**src/hdl/msd_pkg.sv**
```systemverilog
// Package for the multi-server dispatch block: sizes, event codes, register
// indexes and the types shared by the dispatch logic and the top level.
// No dependencies.
`timescale 1ns / 1ps

package msd_pkg;

  // Sizing
  localparam int CHANNELS    = 3;
  localparam int QUEUE_DEPTH = 4;
  localparam int TIME_W      = 32;
  localparam int JOB_W       = 14;
  localparam int SVC_W       = 24;
  localparam int CH_W        = 2;
  localparam int NREGS       = 3;
  localparam int CNT_W       = $clog2(QUEUE_DEPTH + 1);
  localparam int IDX_W       = (QUEUE_DEPTH > 1) ? $clog2(QUEUE_DEPTH) : 1;

  localparam logic [CNT_W-1:0] DEPTH_CNT = CNT_W'(QUEUE_DEPTH);
  localparam logic [IDX_W-1:0] LAST_IDX  = IDX_W'(QUEUE_DEPTH - 1);

  // Configuration register indexes
  localparam logic [1:0] REG_SVC0 = 2'd0;
  localparam logic [1:0] REG_SVC1 = 2'd1;
  localparam logic [1:0] REG_SVC2 = 2'd2;

  // Reset service durations in ticks (10 h, 5 h, 5 h at 256 ticks per hour)
  localparam logic [SVC_W-1:0] SVC0_RST = SVC_W'(2560);
  localparam logic [SVC_W-1:0] SVC1_RST = SVC_W'(1280);
  localparam logic [SVC_W-1:0] SVC2_RST = SVC_W'(1280);

  typedef enum logic [1:0] {
    EV_QSTART = 2'd0,
    EV_START  = 2'd1,
    EV_QUEUED = 2'd2,
    EV_DROP   = 2'd3
  } msd_kind_t;

  typedef logic [CHANNELS-1:0][TIME_W-1:0] msd_starts_t;
  typedef logic [CHANNELS-1:0][SVC_W-1:0]  msd_durs_t;

  // Dispatch decision for one arrival
  typedef struct packed {
    logic            pop;
    logic [CH_W-1:0] pop_ch;
    logic            place;
    logic [CH_W-1:0] place_ch;
    logic            push;
  } msd_dec_t;

  // One result item
  typedef struct packed {
    msd_kind_t        kind;
    logic [JOB_W-1:0] job;
    logic [CH_W-1:0]  ch;
    logic             last;
  } msd_result_t;

endpackage

```
**src/hdl/msd_dispatch.sv**
```systemverilog
// Dispatch decision: free-channel checks, first-free selection for the queued
// head job and for the arrival, and the queue/drop choice.
// Depends on msd_pkg.
`timescale 1ns / 1ps

module msd_dispatch (
  input  logic [msd_pkg::TIME_W-1:0] arr_time,
  input  msd_pkg::msd_starts_t       starts,
  input  msd_pkg::msd_durs_t         durs,
  input  logic [msd_pkg::CNT_W-1:0]  count,
  output msd_pkg::msd_dec_t          dec
);
  import msd_pkg::*;

  logic [CHANNELS-1:0] free;
  logic [CHANNELS-1:0] free2;
  logic [TIME_W:0]     diff [CHANNELS];
  logic                any1;
  logic [CH_W-1:0]     first1;
  logic                any2;
  logic [CH_W-1:0]     first2;
  logic                pop;
  logic [CNT_W-1:0]    count_pop;

  // A channel is free when the elapsed time is non-negative and exceeds its duration
  always_comb begin
    for (int c = 0; c < CHANNELS; c++) begin
      diff[c] = {1'b0, arr_time} - {1'b0, starts[c]};
      free[c] = !diff[c][TIME_W] && (diff[c][TIME_W-1:0] > {{(TIME_W-SVC_W){1'b0}}, durs[c]});
    end
  end

  // Pick the first free channel for the queued head job
  always_comb begin
    any1   = 1'b0;
    first1 = '0;
    for (int c = CHANNELS - 1; c >= 0; c--) begin
      if (free[c]) begin
        any1   = 1'b1;
        first1 = CH_W'(c);
      end
    end
  end

  // Pop the head job when a channel is free and the queue holds jobs
  assign pop = any1 && (count != '0);

  // Mark the popped job's channel busy, then pick again for the arrival
  always_comb begin
    for (int c = 0; c < CHANNELS; c++) begin
      free2[c] = free[c] && !(pop && (first1 == CH_W'(c)));
    end
    any2   = 1'b0;
    first2 = '0;
    for (int c = CHANNELS - 1; c >= 0; c--) begin
      if (free2[c]) begin
        any2   = 1'b1;
        first2 = CH_W'(c);
      end
    end
  end

  assign count_pop = count - CNT_W'(pop);

  assign dec.pop      = pop;
  assign dec.pop_ch   = first1;
  assign dec.place    = any2;
  assign dec.place_ch = first2;
  assign dec.push     = !any2 && (count_pop < DEPTH_CNT);

endmodule

```
**src/hdl/multi_server_dispatch_bounded_queue_core.sv**
```systemverilog
// Multi-server dispatch with a bounded job queue.
// An accepted item waits in the input register until the result register can
// take its results, which are then loaded into the result register and offered
// on the event channel from there. Throughput: one item per cycle when it yields
// one result and out_ready is held high; an item that yields two results holds
// the next one back until its first result is taken (set by the single result port).
// Reset (synchronous): clears channel start times, queue pointers and handshake
// state, and loads the default service durations. Queue storage is not cleared.
`timescale 1ns / 1ps

module multi_server_dispatch_bounded_queue_core (
  input  logic                        clk,
  input  logic                        rst,
  // arrival channel
  input  logic                        in_valid,
  output logic                        in_ready,
  input  logic [msd_pkg::TIME_W-1:0]  arrival_time,
  input  logic [msd_pkg::JOB_W-1:0]   job_id,
  input  logic                        restart,
  // event channel
  output logic                        out_valid,
  input  logic                        out_ready,
  output logic [1:0]                  event_kind,
  output logic [msd_pkg::JOB_W-1:0]   event_job,
  output logic [msd_pkg::CH_W-1:0]    channel_index,
  output logic                        last_event,
  // configuration port
  input  logic                        psel,
  input  logic                        penable,
  input  logic                        pwrite,
  input  logic [3:0]                  paddr,
  input  logic [31:0]                 pwdata,
  output logic [31:0]                 prdata,
  output logic                        pready
);
  import msd_pkg::*;

  // Configuration registers
  logic [SVC_W-1:0] svc [NREGS];

  // Input register
  logic              in_v;
  logic [TIME_W-1:0] in_t;
  logic [JOB_W-1:0]  in_job;
  logic              in_rst;

  // Dispatch state
  logic [TIME_W-1:0] channel_start [CHANNELS];
  logic [JOB_W-1:0]  fifo_store [QUEUE_DEPTH];
  logic [IDX_W-1:0]  fifo_head;
  logic [CNT_W-1:0]  fifo_count;

  // Result register, two deep
  msd_result_t res0;
  msd_result_t res1;
  logic [1:0]  res_cnt;

  logic        fire;
  logic        take;
  msd_starts_t starts_eff;
  msd_durs_t   durs;
  logic [IDX_W-1:0] head_eff;
  logic [CNT_W-1:0] count_eff;
  msd_dec_t    dec;
  logic [JOB_W-1:0] pop_job;
  logic [IDX_W-1:0] fifo_head_next;
  logic [CNT_W-1:0] count_pop;
  logic [CNT_W-1:0] fifo_count_next;
  logic [CNT_W:0]   tail_sum;
  logic [IDX_W-1:0] tail;
  msd_result_t arr_res;
  msd_result_t new0;
  msd_result_t new1;
  logic [1:0]  new_cnt;
  logic [1:0]  cfg_idx;
  logic        cfg_wr;

  // Handshakes
  assign take     = out_valid && out_ready;
  assign fire     = in_v && ((res_cnt == 2'd0) || ((res_cnt == 2'd1) && out_ready));
  assign in_ready = !in_v || fire;

  // Effective state after an optional restart
  always_comb begin
    for (int c = 0; c < CHANNELS; c++) begin
      starts_eff[c] = in_rst ? '0 : channel_start[c];
      durs[c]       = svc[c];
    end
  end
  assign head_eff  = in_rst ? '0 : fifo_head;
  assign count_eff = in_rst ? '0 : fifo_count;

  msd_dispatch u_dispatch (
    .arr_time (in_t),
    .starts   (starts_eff),
    .durs     (durs),
    .count    (count_eff),
    .dec      (dec)
  );

  // Queue pointer updates: pop advances the head, push writes at the tail
  assign pop_job        = fifo_store[head_eff];
  assign fifo_head_next = !dec.pop ? head_eff :
                          (head_eff == LAST_IDX) ? '0 : head_eff + IDX_W'(1);
  assign count_pop      = count_eff - CNT_W'(dec.pop);
  assign tail_sum       = {{(CNT_W + 1 - IDX_W){1'b0}}, fifo_head_next} + {1'b0, count_pop};
  assign tail           = (tail_sum >= (CNT_W + 1)'(QUEUE_DEPTH))
                          ? IDX_W'(tail_sum - (CNT_W + 1)'(QUEUE_DEPTH))
                          : IDX_W'(tail_sum);
  assign fifo_count_next = count_pop + CNT_W'(dec.push);

  // Build the result items for this arrival
  always_comb begin
    arr_res.job  = in_job;
    arr_res.last = 1'b1;
    priority if (dec.place) begin
      arr_res.kind = EV_START;
      arr_res.ch   = dec.place_ch;
    end else if (dec.push) begin
      arr_res.kind = EV_QUEUED;
      arr_res.ch   = '0;
    end else begin
      arr_res.kind = EV_DROP;
      arr_res.ch   = '0;
    end
    if (dec.pop) begin
      new0.kind = EV_QSTART;
      new0.job  = pop_job;
      new0.ch   = dec.pop_ch;
      new0.last = 1'b0;
      new1      = arr_res;
      new_cnt   = 2'd2;
    end else begin
      new0    = arr_res;
      new1    = arr_res;
      new_cnt = 2'd1;
    end
  end

  // Input register
  always_ff @(posedge clk) begin
    if (rst) begin
      in_v <= 1'b0;
    end else if (in_valid && in_ready) begin
      in_v <= 1'b1;
    end else if (fire) begin
      in_v <= 1'b0;
    end
    if (in_valid && in_ready) begin
      in_t   <= arrival_time;
      in_job <= job_id;
      in_rst <= restart;
    end
  end

  // Dispatch state: channel start times and queue pointers
  always_ff @(posedge clk) begin
    if (rst) begin
      for (int c = 0; c < CHANNELS; c++) begin
        channel_start[c] <= '0;
      end
      fifo_head  <= '0;
      fifo_count <= '0;
    end else if (fire) begin
      for (int c = 0; c < CHANNELS; c++) begin
        if ((dec.pop && (dec.pop_ch == CH_W'(c))) ||
            (dec.place && (dec.place_ch == CH_W'(c)))) begin
          channel_start[c] <= in_t;
        end else begin
          channel_start[c] <= starts_eff[c];
        end
      end
      fifo_head  <= fifo_head_next;
      fifo_count <= fifo_count_next;
    end
  end

  // Queue storage
  always_ff @(posedge clk) begin
    if (fire && dec.push) begin
      fifo_store[tail] <= in_job;
    end
  end

  // Result register: load a new pair, or advance the second item
  always_ff @(posedge clk) begin
    if (rst) begin
      res_cnt <= 2'd0;
    end else if (fire) begin
      res_cnt <= new_cnt;
    end else if (take) begin
      res_cnt <= res_cnt - 2'd1;
    end
    if (fire) begin
      res0 <= new0;
      res1 <= new1;
    end else if (take) begin
      res0 <= res1;
    end
  end

  assign out_valid     = (res_cnt != 2'd0);
  assign event_kind    = res0.kind;
  assign event_job     = res0.job;
  assign channel_index = res0.ch;
  assign last_event    = res0.last;

  // Configuration writes
  assign pready  = 1'b1;
  assign cfg_idx = paddr[3:2];
  assign cfg_wr  = psel && penable && pwrite && pready;

  always_ff @(posedge clk) begin
    if (rst) begin
      svc[0] <= SVC0_RST;
      svc[1] <= SVC1_RST;
      svc[2] <= SVC2_RST;
    end else if (cfg_wr) begin
      unique case (cfg_idx)
        REG_SVC0: svc[0] <= pwdata[SVC_W-1:0];
        REG_SVC1: svc[1] <= pwdata[SVC_W-1:0];
        REG_SVC2: svc[2] <= pwdata[SVC_W-1:0];
        default: ;
      endcase
    end
  end

  // Configuration reads
  always_comb begin
    unique case (cfg_idx)
      REG_SVC0: prdata = {{(32 - SVC_W){1'b0}}, svc[0]};
      REG_SVC1: prdata = {{(32 - SVC_W){1'b0}}, svc[1]};
      REG_SVC2: prdata = {{(32 - SVC_W){1'b0}}, svc[2]};
      default:  prdata = '0;
    endcase
  end

endmodule
```
**config.mk**
```make
export PLATFORM = sky130hd
export DESIGN_NAME = multi_server_dispatch_bounded_queue_core
export DESIGN_NICKNAME = d
export VERILOG_FILES = /design/src/hdl/msd_pkg.sv /design/src/hdl/msd_dispatch.sv /design/src/hdl/multi_server_dispatch_bounded_queue_core.sv
export SDC_FILE = /design/constraint.sdc
export NUM_CORES = 1
export LEC_CHECK = 0
export ABC_AREA = 1
export BUFFER_PORTS_ARGS = -buffer_cell sky130_fd_sc_hd__buf_2
export CAP_MARGIN = 20
export CORE_MARGIN = 1
export CORE_UTILIZATION = 60
export DETAILED_ROUTE_END_ITERATION = 10
export HOLD_SLACK_MARGIN = 0.05
export PLACE_DENSITY = 0.76
export SLEW_MARGIN = 15
export SYNTH_ARGS = -nofsm -noshare
export SYNTH_HDL_FRONTEND = slang
export SYNTH_HIERARCHICAL = 1
export SYNTH_SLANG_ARGS = --single-unit
```
**constraint.sdc**
```tcl
create_clock -name clk -period 6.81 [get_ports clk]
set_input_delay 0.3405 -clock clk [delete_from_list [all_inputs] [get_ports clk]]
set_output_delay 0.3405 -clock clk [all_outputs]
set_load 0.005 [all_outputs]
```
# ---- After elaboration in Yosys (flattened, before gate mapping)
# Memories as Yosys holds them, arrays and structs flattened.
# Cells that the tools add are included.
dict set report op_classes {
  bitwise_logic 9
  reduce_logical 42
  add_sub_neg 9
  n_eq_ne 8
  mux 81
  order_cmp 5
}
# op count
set op_table {}
lappend op_table {{32-bit two-way mux} 9}
lappend op_table {{32-bit by 32-bit subtractor with 33-bit output} 3}
lappend op_table {{32-bit by 24-bit greater-than comparator with 1-bit output} 3}
lappend op_table {{24-bit two-way mux} 3}
lappend op_table {{24-bit one-hot mux with 3 select lines} 1}
lappend op_table {{19-bit two-way mux} 3}
lappend op_table {{1-bit two-way mux} 49}
lappend op_table {{2-bit two-way mux} 15}
lappend op_table {{1-bit logical AND} 21}
lappend op_table {{1-bit bitwise OR} 9}
lappend op_table {{2-bit by 1-bit equality test with 1-bit output (second input constant)} 4}
lappend op_table {{2-bit equality test (second input constant)} 4}
lappend op_table {{1-bit zero test} 8}
lappend op_table {{2-bit zero test} 4}
lappend op_table {{2-bit nonzero test} 3}
lappend op_table {{1-bit logical OR} 5}
lappend op_table {{2-bit by 3-bit adder with 4-bit output} 1}
lappend op_table {{4-bit by 3-bit greater-or-equal comparator with 1-bit output (second input constant)} 1}
lappend op_table {{2-bit by 1-bit subtractor with 2-bit output (second input constant)} 2}
lappend op_table {{3-bit by 1-bit adder with 3-bit output} 1}
lappend op_table {{3-bit less-than comparator (second input constant)} 1}
lappend op_table {{3-bit two-way mux} 1}
lappend op_table {{3-bit nonzero test} 1}
lappend op_table {{3-bit by 1-bit subtractor with 3-bit output} 1}
lappend op_table {{2-bit by 1-bit adder with 2-bit output (second input constant)} 1}
dict set report totals {
  elab_cells 171
  ff_bits 92
  inputBits 90
  out_inout_bits 54
  ramBits 224
  mem_count 3
}
# name depth word_bits rd rd_ports_with_merged_regs write_ports line
set memory_table {}
lappend memory_table {channel_start 3 32 3 0 3 multi_server_dispatch_bounded_queue_core.sv:48} ;# logic [TIME_W-1:0] channel_start [CHANNELS];
lappend memory_table {svc 3 24 3 0 3 multi_server_dispatch_bounded_queue_core.sv:39} ;# logic [SVC_W-1:0] svc [NREGS];
lappend memory_table {fifo_store 4 14 1 0 1 multi_server_dispatch_bounded_queue_core.sv:49} ;# logic [JOB_W-1:0] fifo_store [QUEUE_DEPTH];

# ---- Logic depth before layout (Yosys ltp)
# Gate-level depths: netlist of the first run.
# An unclocked memory read counts as a cell.
dict set report logic_depth {
  ltp_word 24
  depth_mapped 41
  ltp_nobuf 39
}

# ---- Modules after synthesis
# Netlist of the first run, hierarchy kept.
# mod instances area_per_inst_um2 seq_area_each_um2 cells_per_inst
set by_module_without_submodules {}
lappend by_module_without_submodules {multi_server_dispatch_bounded_queue_core 1 14052.2 9409.0 1374}
lappend by_module_without_submodules {msd_dispatch 1 9121.2 0.0 1756}

# ---- Worst setup path before layout of the first run
# No wires, ideal clock.
dict set report synth_path {
  path_kind {register to register}
  start {reg in_rst}
  end {mem fifo_store[0][0] (enable)}
  path_stages_with_launch 36
  t_required_ns 6.420
  setup_ns 0.390
  period_less_slack_ns 5.574
  arrival_time_ns 5.185
  n_path_buf 3
  slack_ns 1.236
  path_cell_list {edfxtp_1 > buf_2 > clkbuf_1 > nor2_1 > ha_1 > inv_1 > fa_1 > nand2_1 > nand3_1 > nand3_1 > nand2_1 > nand2_1 > nand2_1 > a21oi_1 > xor2_1 > inv_1 > ha_1 > nand2_1 > nor2_1 > nand4_1 > nor2_1 > nand3_1 > nand2_1 > nand3_1 > nor2_1 > nand2_1 > nand2_2 > nand3_2 > nand2_1 > inv_1 > buf_4 > ha_1 > ha_1 > xnor2_1 > nand3_1 > a21oi_1}
}
# element line
set synth_rtl {}
lappend synth_rtl {{start, declared} multi_server_dispatch_bounded_queue_core.sv:45} ;# logic in_rst;
lappend synth_rtl {{start signal, assigned} multi_server_dispatch_bounded_queue_core.sv:152} ;# in_rst <= restart;
lappend synth_rtl {{end, declared} multi_server_dispatch_bounded_queue_core.sv:49}

==> results of run 1 <==
-- area by class of cell --
type,count,area [µm²]
inverter,640,2410
clock buffer,41,920
tap,511,639
antenna,1,2.50
timing repair buffer,208,1400
fill,3208,11900
multi-input combinational,2110,11000
clock inverter,25,213
sequential,316,9410
-- flip-flops by register name, indices dropped and copies added, names as in the netlist, 2 cells and up --
name           flops
channel_start     96
svc               72
fifo_store        56
in_t              32
res1              18
event_job         14
in_job            14
fifo_count         3
channel_index      2
event_kind         2
fifo_head          2
res_cnt            2
-- kinds of logic (layout without fill, tap and decap cells) --
logic type / after synthesis / after routing
adders and majority gates: 178 / 178
AOI/OAI and AO/OA: 208 / 208
DFF: 316 / 316
xor gates and xnor gates: 69 / 69
buffers and inverters: 712 / 914
and+or+nand+nor: 1645 / 1646
other: 2 / 10
-- metal layers --
metal  GRT usage  share of wire  vias to the layer above
li1            -              -                    10173
met1       0.453           0.40                     9566
met2       0.605           0.48                      858
met3      0.0512          0.078                      157
met4       0.155          0.042                        0
met5           0              0                        -
-- worst paths after layout --
path	from	end	cells after the start
setup / recovery	in_rst	channel_start[1][30]	35
hold / removal	pwdata[10]	svc[0][34]	3
setup reg to reg	in_rst	channel_start[1][30]	35
hold reg to reg	fifo_count[0]	fifo_count[0]	2
-- repair_timing --
action | 4_1_cts | 5_1_grt
buffers inserted | 0 | 2
resized for setup | 0 | 2
endpoints found under the hold margin | 51 | 0
setup endpoints to repair | 0 | 32
hold buffers | 51 | 0
-- cells in the mapped netlist, types with 4 or more instances --
cell and n:
nor2_1 297, buf_2 23, ha_1 175, a21oi_1 109, nand3b_1 8, xnor2_1 17
buf_4 15, a31oi_1 16, o21ai_0 38, buf_1 6, nand2_1 1016, buf_6 18
clkbuf_1 10, nor3_1 13, xor2_1 52, dfxtp_1 8, a21o_1 4, o21bai_1 13
nor2_2 24, nor4_1 4, nand4_1 13, inv_1 625, inv_2 14, nand3_2 4
or2_2 7, o31ai_1 4, edfxtp_1 308, nand3_1 214, nand2_2 27, o22ai_1 8
-- power groups by stage --
stage / combinational (mW) / sequential, mW / clock, mW
6_report: 3.08 / 2.66 / 1.91
5_1_grt: 3.45 / 2.68 / 1.99
4_1_cts: 3.02 / 2.65 / 1.91
3_5_place_dp: 2.97 / 2.69 / 0
3_3_place_gp: 2.89 / 2.68 / 0
2_1_floorplan: 2.13 / 2.63 / 0
-- worst reg2reg max path, delay by kind of cell (launching register included) --
kind	cells	cell delay, ps
fa+ha+maj	3	940
compound gates	2	420
buf+inv	4	590
simple gates	25	3540
xor+xnor	1	180
flops	1	600
-- metrics by stage --
| stage | instances | hold slack [ps] | area [µm²] | setup WS [ps] |
|---|---|---|---|---|
| floorplan | 3137 | 410 | 23200 | 1240 |
| global placement | 3730 | 462 | 24300 | 363 |
| detailed placement | 3730 | 474 | 24300 | 88.6 |
| CTS | 3847 | 63.6 | 25900 | 43.8 |
| global route | 3852 | 76.5 | 26000 | 16.0 |
| finish | 3852 | 86.2 | 26000 | 328 |
==> results.md, run 1 <==
* CP max stage delay at 600 ps
* DRT Pass-1 Iters at 7
* Drc violations at 0
* Synth area leaders: edfxtp_1 40%, nand2_1 16%, inv_1 10%, ha_1 9.4%, nor2_1 4.8%
* Slew @ Worst Pin at 1060 ps
* Critical path buffers and inverters at 4
* Clock Path Buffers at 3
* CTS tree: yes
* Die H at 199 µm
* Overall Power at 7.65 mW
* Vias per cell at 5.39
* GRT Total Usage at 0.357
* Final Hold Fails at 0
* Starting Density at 0.612
* DRT Wirelength at 69.5 mm
* RSZ-0062 raised after global routing: no
* Worst skew pair latency at 580 ps
* Seq cells post-synth at 316
* CTS root buffer: clkbuf_16
* CORE AREA at 0.0378 mm²
* XOR/XNOR Fraction of Synth Area at 0.0261
* Gpl congestion at 0.965
* Total die area at 0.0394 mm²
* Critical-path top delay cell: edfxtp_1
* I/O pins at 144
* Detailed Place HPWL at 52.0 mm
* # setup viols final at 0
* Slew margin rel. at 0.295
* Compound-Gate Fraction of Synth Area at 0.0510
* CTS Buf Count at 36
* Largest delay contributor family on the critical path: simple AND/OR/NAND/NOR gates
* Worst-path clk slew at 60 ps
* Worst min-delay path category: in2reg
* Vias post-DR at 20754
* Syn Inst Count at 3130
* Synthesized area per cell at 7.40 µm²
* Row count at 71
* Antenna Nets Post-Route at 0
* Setup TNS at 0 ps
* Final core occ at 0.686
* Largest net degree at the start of global routing at 78
* Fmax at 154 MHz
* Mapped Area at 0.0232 mm²
* Tmin final at 6480 ps
* Clock power frac at 0.250
* Pint at 4.58 mW
* Global-route wire length before repair at 106 mm
* Most common cell after layout, fill and taps aside: nand2_1
* Switching power total at 3.08 mW
* Initial antenna violation count at 1
* IO buf count at 124
* Top cell by count, worst path: nand2_1
* Comb pwr share at 0.403
* Netlist cell types at 53
* Max VDD drop at 0.000224 V
* Clock sink count at 316
* CP arrival at 6800 ps
* Cell Pwr Density at 295 mW/mm²
* Synth area leader: edfxtp_1
* Required time worst endpoint at 7130 ps
* Switch share at 0.402
* Fin. max-slew vios at 0
* Status: complete, no violations
* Post-Synth Simple-Gate Area at 0.295
* Max Cap Violations at 0
* Final-stage net count at 3580
* Synth Area in Adders at 0.0971
* CP Class: reg2reg
* Reg2Reg Setup Slack at 330 ps
* CP endpoint kind: register
* Top cell type's share of synthesized area at 0.399
* Clock Skews at 31.5 ps
* Worst setup SP type: register
* Dominant synthesized flop cell: edfxtp_1
* Mux contribution to synthesized area at 0
* Vias in the first global route at 19889
* 1st-iter DRT viols at 2000
* YS warnings at 6
* Routed len/inst at 18.0 µm
* Max Fanout on Critical Path at 15
* Tcrit/Tclk final at 0.952
* Register area share after synthesis at 0.406
* Share of cells above drive strength 1 at 0.0928
* Post-synth EDFFs at 308
* Sequential Power Share at 0.347
* Leakage Power at 13.0 nW
* Grt ovf at 0
* Fraction of registers with async set/reset at 0
* Synth-to-layout area growth at 12.0%
* Most frequent cells in the layout: 1015 x nand2_1, 624 x inv_1, 308 x edfxtp_1
* Largest family of logic cells by synthesized area: simple AND/OR/NAND/NOR gates
* H-Tree Depth at 2
* Die W at 199 µm
Power figures use the tool's default switching activity.
==> run 2: changes to the inputs <==
- PLACE_DENSITY: 0.76 -> 0.79
==> run 2 against run 1 <==
Compared with the run above: via count is 0.50% higher; non-clock buffer count is 13 lower; sequential power hardly changed; hold slack worse by 3.4 ps; clock skew is 2.6 ps lower; flip-flop and latch count stayed put; count of clock-buffer cells in the layout is 8 higher; final area is 0.20% lower; largest power group unchanged.
==> results.md, run 2 (synthesized netlist as in run 1, its figures left out) <==
* Status: complete, no violations (unchanged)
* Overall Power at 7.60 mW (was 7.65 mW)
* Initial antenna violation count at 2 (was 1)
* Finished Cell Area at 0.0259 mm² (was 0.0260 mm²)
* CORE AREA at 0.0378 mm² (unchanged)
* RSZ-0062 raised after global routing: no (unchanged)
* I/O pins at 144 (unchanged)
* Share of cells above drive strength 1 at 0.0895 (was 0.0928)
* Setup ws final at 445 ps (was 328 ps)
* Row count at 71 (unchanged)
* R2R depth at 34 (was 35)
* Vias post-DR at 20857 (was 20754)
* Tmin final at 6370 ps (was 6480 ps)
* Synth-to-layout area growth at 11.8% (was 12.0%)
* Critical path buffers and inverters at 6 (was 4)
* Top cell by count, worst path: nand2_1 (unchanged)
* Crit path depth at 34 (was 35)
* Largest Register: channel_start (unchanged)
* Worst skew pair latency at 570 ps (was 580 ps)
* Worst-path clk slew at 60 ps (about the same)
* Leakage Power at 13.0 nW (about the same)
* Total die area at 0.0394 mm² (unchanged)
* DP Area at 0.0242 mm² (was 0.0243 mm²)
* Cells on Worst Hold Path at 3 (unchanged)
* Fin. max-slew vios at 0 (unchanged)
* Dpl cells at 3719 (was 3730)
* Global-route wire length before repair at 105 mm (was 106 mm)
* Detailed Place HPWL at 50.3 mm (was 52.0 mm)
* Met3 Use GR at 0.0590 (was 0.0512)
* CP arrival at 6640 ps (was 6800 ps)
* DRT Wirelength at 68.6 mm (was 69.5 mm)
* Sequential cell area at 0.00941 mm² (unchanged)
* Largest net degree at the start of global routing at 87 (was 78)
* Required time worst endpoint at 7080 ps (was 7130 ps)
* Grt ovf at 0 (unchanged)
* Vias in the first global route at 20221 (was 19889)
* CP max stage delay at 480 ps (was 600 ps)
* Max Cap Violations at 0 (unchanged)
* Setup TNS at 0 ps (unchanged)
* 1st-iter DRT viols at 1746 (was 2000)
* Most common cell after layout, fill and taps aside: nand2_1 (unchanged)
* CTS root buffer: clkbuf_16 (unchanged)
* Critical-path top delay cell: fa_1 (was edfxtp_1)
* Die H at 199 µm (unchanged)
* Finished Layout Cells at 3840 (was 3852)
* CTS Buf Count at 37 (was 36)
* Final-stage net count at 3567 (was 3580)
* CTS tree: yes (unchanged)
* Clock Skews at 28.9 ps (was 31.5 ps)
* Number of flip-flops under the largest register name at 96 (unchanged)
* CP endpoint kind: register (unchanged)
* Pre-CTS setup slack at 486 ps (was 88.6 ps)
* Final Hold Fails at 0 (unchanged)
* Hold WS at 82.7 ps (was 86.2 ps)
* Fill cells at 3190 (was 3208)
* Max Fanout on Critical Path at 14 (was 15)
* DRT Pass-1 Iters at 6 (was 7)
* Gpl congestion at 0.965 (about the same)
* CP Class: reg2reg (unchanged)
* Slew @ Worst Pin at 964 ps (was 1060 ps)
* H-Tree Depth at 2 (unchanged)
* Tcrit/Tclk final at 0.935 (was 0.952)
* Routed len/inst at 17.9 µm (was 18.0 µm)
* Clock Path Buffers at 3 (unchanged)
* Antenna Nets Post-Route at 0 (unchanged)
* Clock sink count at 316 (unchanged)
* Fmax at 157 MHz (was 154 MHz)
* Worst setup SP type: register (unchanged)
* IO buf count at 124 (unchanged)
* Slew margin rel. at 0.357 (was 0.295)
* GR Util met2 at 0.595 (was 0.605)
* Final core occ at 0.685 (was 0.686)
* Die W at 199 µm (unchanged)
* Multi-input logic area at 0.0110 mm² (about the same)
* Worst min-delay path category: in2reg (unchanged)
* Vias per cell at 5.43 (was 5.39)
* Starting Density at 0.612 (unchanged)
* Most frequent cells in the layout: 1015 x nand2_1, 624 x inv_1, 308 x edfxtp_1 (unchanged)
* Drc violations at 0 (unchanged)
* Gr busiest metal: met2 (unchanged)
* GRT Total Usage at 0.351 (was 0.357)
* Largest delay contributor family on the critical path: simple AND/OR/NAND/NOR gates (unchanged)
* Largest regs: channel_start x96, svc x72, fifo_store x56 (unchanged)
* Max VDD drop at 0.000223 V (was 0.000224 V)
* Met1 global-route usage at 0.430 (was 0.453)
* # setup viols final at 0 (unchanged)
* Cell Pwr Density at 294 mW/mm² (was 295 mW/mm²)
run 2: final cells by class:
type                    instances  area share
diodes                          1   0.0000966
clock buffers                  49      0.0386
clock inverters                19     0.00613
inverters                     640      0.0929
multi-input cells            2109       0.423
flip-flops and latches        316       0.363
well taps                     511      0.0247
repair buffers                195      0.0516
run 2: metal layers:
metal / routed length, µm / vias up
met3: 5540 / 199
li1: - / 10115
met2: 32700 / 923
met5: 11 / -
met1: 26900 / 9618
met4: 3470 / 2
run 2: worst reg2reg max path, delay by kind of cell (launching register included):
kind                     cells  cell delay (ps)
AND/OR/NAND/NOR             20             2460
buffers and inverters        6              930
flip-flops                   1              360
adder cells (fa/ha/maj)      4             1320
AO/OA/AOI/OAI                2              550
XOR/XNOR                     2              430
run 2: timing repair:
item                                   4_1_cts  5_1_grt
setup endpoints to repair                    0       56
gates resized for setup                      0        0
endpoints found under the hold margin       50        0
hold buffers                                50        0
buffers inserted                             0        1
run 2: worst paths after layout:
path	startpoint	endpoint	slack, ps
setup / recovery	in_rst	fifo_store[0][5]	440
hold / removal	pwdata[9]	svc[0][9]	80
setup reg to reg	in_rst	fifo_store[0][5]	440
hold reg to reg	fifo_count[2]	fifo_count[2]	480
run 2: power by group:
part / switching [mW] / internal (mW) / total, mW
Sequential: 0.179 / 2.49 / 2.67
Combinational: 2.02 / 1.00 / 3.02
Clock: 0.858 / 1.06 / 1.92
==> run 3: changes to the inputs <==
- CELL_PAD_IN_SITES_DETAIL_PLACEMENT: default -> 0
- CELL_PAD_IN_SITES_GLOBAL_PLACEMENT: default -> 1
- CORE_UTILIZATION: 60 -> 46
- PLACE_DENSITY: 0.79 -> 0.81
==> run 3 against run 2 <==
Compared with the run above: power up 0.49%; core utilization shrank 16 points; fmax up 2.4%; die area up 30%; routed wire length is 3.9% higher.
==> results.md, run 3 (synthesized netlist as in run 1, its figures left out) <==
* # setup viols final at 0 (unchanged)
* Leakage Power at 13.0 nW (about the same)
* CTS tree: yes (unchanged)
* Fill cells at 4838 (was 3190)
* CTS root buffer: clkbuf_16 (unchanged)
* Worst min-delay path category: in2reg (unchanged)
* 1st-iter DRT viols at 1603 (was 1746)
* Worst setup path start: in_rst (unchanged)
* DRT Wirelength at 71.3 mm (was 68.6 mm)
* Max Cap Violations at 0 (unchanged)
* Post-CTS Resized at 0 (unchanged)
* H-Tree Depth at 2 (unchanged)
* Gpl congestion at 0.954 (was 0.965)
* Setup TNS at 0 ps (unchanged)
* Final Hold Fails at 0 (unchanged)
* RSZ-0062 raised after global routing: no (unchanged)
* Routed len/inst at 17.8 µm (was 17.9 µm)
* Number of flip-flops under the largest register name at 96 (unchanged)
* Clock Skews at 39.3 ps (was 28.9 ps)
* Global-route wire length before repair at 109 mm (was 105 mm)
* CP Class: reg2reg (unchanged)
* Top cell by count, worst path: nand2_1 (unchanged)
* Overall Power at 7.64 mW (was 7.60 mW)
* DRT Pass-1 Iters at 5 (was 6)
* Tmin final at 6210 ps (was 6370 ps)
* Critical path capture point: fifo_store[2][7] (was fifo_store[0][5])
* Most frequent cells in the layout: 1015 x nand2_1, 624 x inv_1, 308 x edfxtp_1 (unchanged)
* Die W at 226 µm (was 199 µm)
* GR Util met2 at 0.487 (was 0.595)
* Largest net degree at the start of global routing at 63 (was 87)
* Share of cells above drive strength 1 at 0.0898 (was 0.0895)
* Required time worst endpoint at 7050 ps (was 7080 ps)
* Post-CTS setup buffers at 0 (unchanged)
* Gr busiest metal: met2 (unchanged)
* Worst skew pair latency at 570 ps (about the same)
* CORE AREA at 0.0494 mm² (was 0.0378 mm²)
* Reg2Reg Setup Slack at 600 ps (was 440 ps)
* Max Fanout on Critical Path at 57 (was 14)
* Largest regs: channel_start x96, svc x72, fifo_store x56 (unchanged)
* CP max stage delay at 600 ps (was 480 ps)
* Fin. max-slew vios at 0 (unchanged)
* Max VDD drop at 0.000203 V (was 0.000223 V)
* Detailed Place HPWL at 53.4 mm (was 50.3 mm)
* Cells on Worst Hold Path at 3 (unchanged)
* # hold bufs at CTS at 50 (unchanged)
* Worst r2r src: in_rst (unchanged)
* Total die area at 0.0513 mm² (was 0.0394 mm²)
* ANT cells at 0 (was 1)
* Slew @ Worst Pin at 902 ps (was 964 ps)
* Tcrit/Tclk final at 0.912 (was 0.935)
* I/O pins at 144 (unchanged)
* Worst-path clk slew at 60 ps (about the same)
* GRT Total Usage at 0.282 (was 0.351)
* Vias per cell at 5.07 (was 5.43)
* Slew margin rel. at 0.399 (was 0.357)
* R2R depth at 35 (was 34)
* Finished Layout Cells at 3992 (was 3840)
* Hold path start: pwdata[9] (unchanged)
* Hold WS at 79.5 ps (was 82.7 ps)
* Clock sink count at 316 (unchanged)
* Worst setup SP type: register (unchanged)
* CP endpoint kind: register (unchanged)
* Drc violations at 0 (unchanged)
* Fmax at 161 MHz (was 157 MHz)
* Row count at 81 (was 71)
* Cell Pwr Density at 293 mW/mm² (was 294 mW/mm²)
* R2r endpoint: fifo_store[2][7] (was fifo_store[0][5])
* Largest Register: channel_start (unchanged)
* Met3 Use GR at 0.0359 (was 0.0590)
* Die H at 226 µm (was 199 µm)
* CTS Buf Count at 37 (unchanged)
* Synth-to-layout area growth at 12.6% (was 11.8%)
* Starting Density at 0.470 (was 0.612)
* Grt ovf at 0 (unchanged)
* Initial antenna violation count at 0 (was 2)
* Clock Path Buffers at 3 (unchanged)
* CP arrival at 6450 ps (was 6640 ps)
* Vias in the first global route at 19374 (was 20221)
* Dpl cells at 3875 (was 3719)
* Met1 global-route usage at 0.367 (was 0.430)
* Most common cell after layout, fill and taps aside: nand2_1 (unchanged)
* Status: complete, no violations (unchanged)
* Finished Cell Area at 0.0261 mm² (was 0.0259 mm²)
* Vias post-DR at 20221 (was 20857)
* Final-stage net count at 3568 (was 3567)
* IO buf count at 124 (unchanged)
* DP Area at 0.0244 mm² (was 0.0242 mm²)
* Antenna Nets Post-Route at 0 (unchanged)
* Critical-path top delay cell: edfxtp_1 (was fa_1)
-- run 3: final cells by class --
cell class                 count  area (µm²)  area share
inverter                     640        2400      0.0922
clock buffer                  48         987      0.0378
multi-input combinational   2109       10900       0.420
tap                          664         831      0.0318
timing repair buffer         196        1310      0.0503
sequential                   316        9410       0.361
clock inverter                19         198     0.00758
-- run 3: how the worst min path moves through the flow --
stage | endpoint | slack (ps)
after CTS | svc[0][9] | 70
after global placement | fifo_count[2] | 460
final | svc[0][9] | 80
after detailed placement | fifo_count[2] | 470
after global routing | svc[0][9] | 80
after floorplan | in_v | 410
-- run 3: where the power goes --
part / internal [mW] / switching (mW) / leakage (nW)
registers: 2.49 / 0.190 / 3.07
logic: 1.00 / 2.01 / 9.35
clock network: 1.11 / 0.838 / 0.566
total: 4.60 / 3.04 / 13.0
-- run 3: worst max-delay path: cells and delay by family, from the launching register on --
family | cells | cell delay, ps
AND/OR/NAND/NOR | 19 | 2150
adder cells (fa/ha/maj) | 3 | 950
buffers and inverters | 7 | 1080
XOR/XNOR | 2 | 600
flip-flops | 1 | 600
AO/OA/AOI/OAI | 4 | 480
-- run 3: stage by stage --
step | utilization | setup slack, ps
detailed placement | 0.494 | 696
floorplan | - | 1240
global placement | 0.494 | 727
finish | 0.529 | 597
global route | 0.529 | 11.1
CTS | 0.529 | 635
-- run 3: per-layer routing --
metal / part of all wire / up-vias
li1: - / 10144
met1: 0.43 / 9399
met3: 0.058 / 101
met4: 0.028 / 0
met2: 0.48 / 577
met5: 0 / -
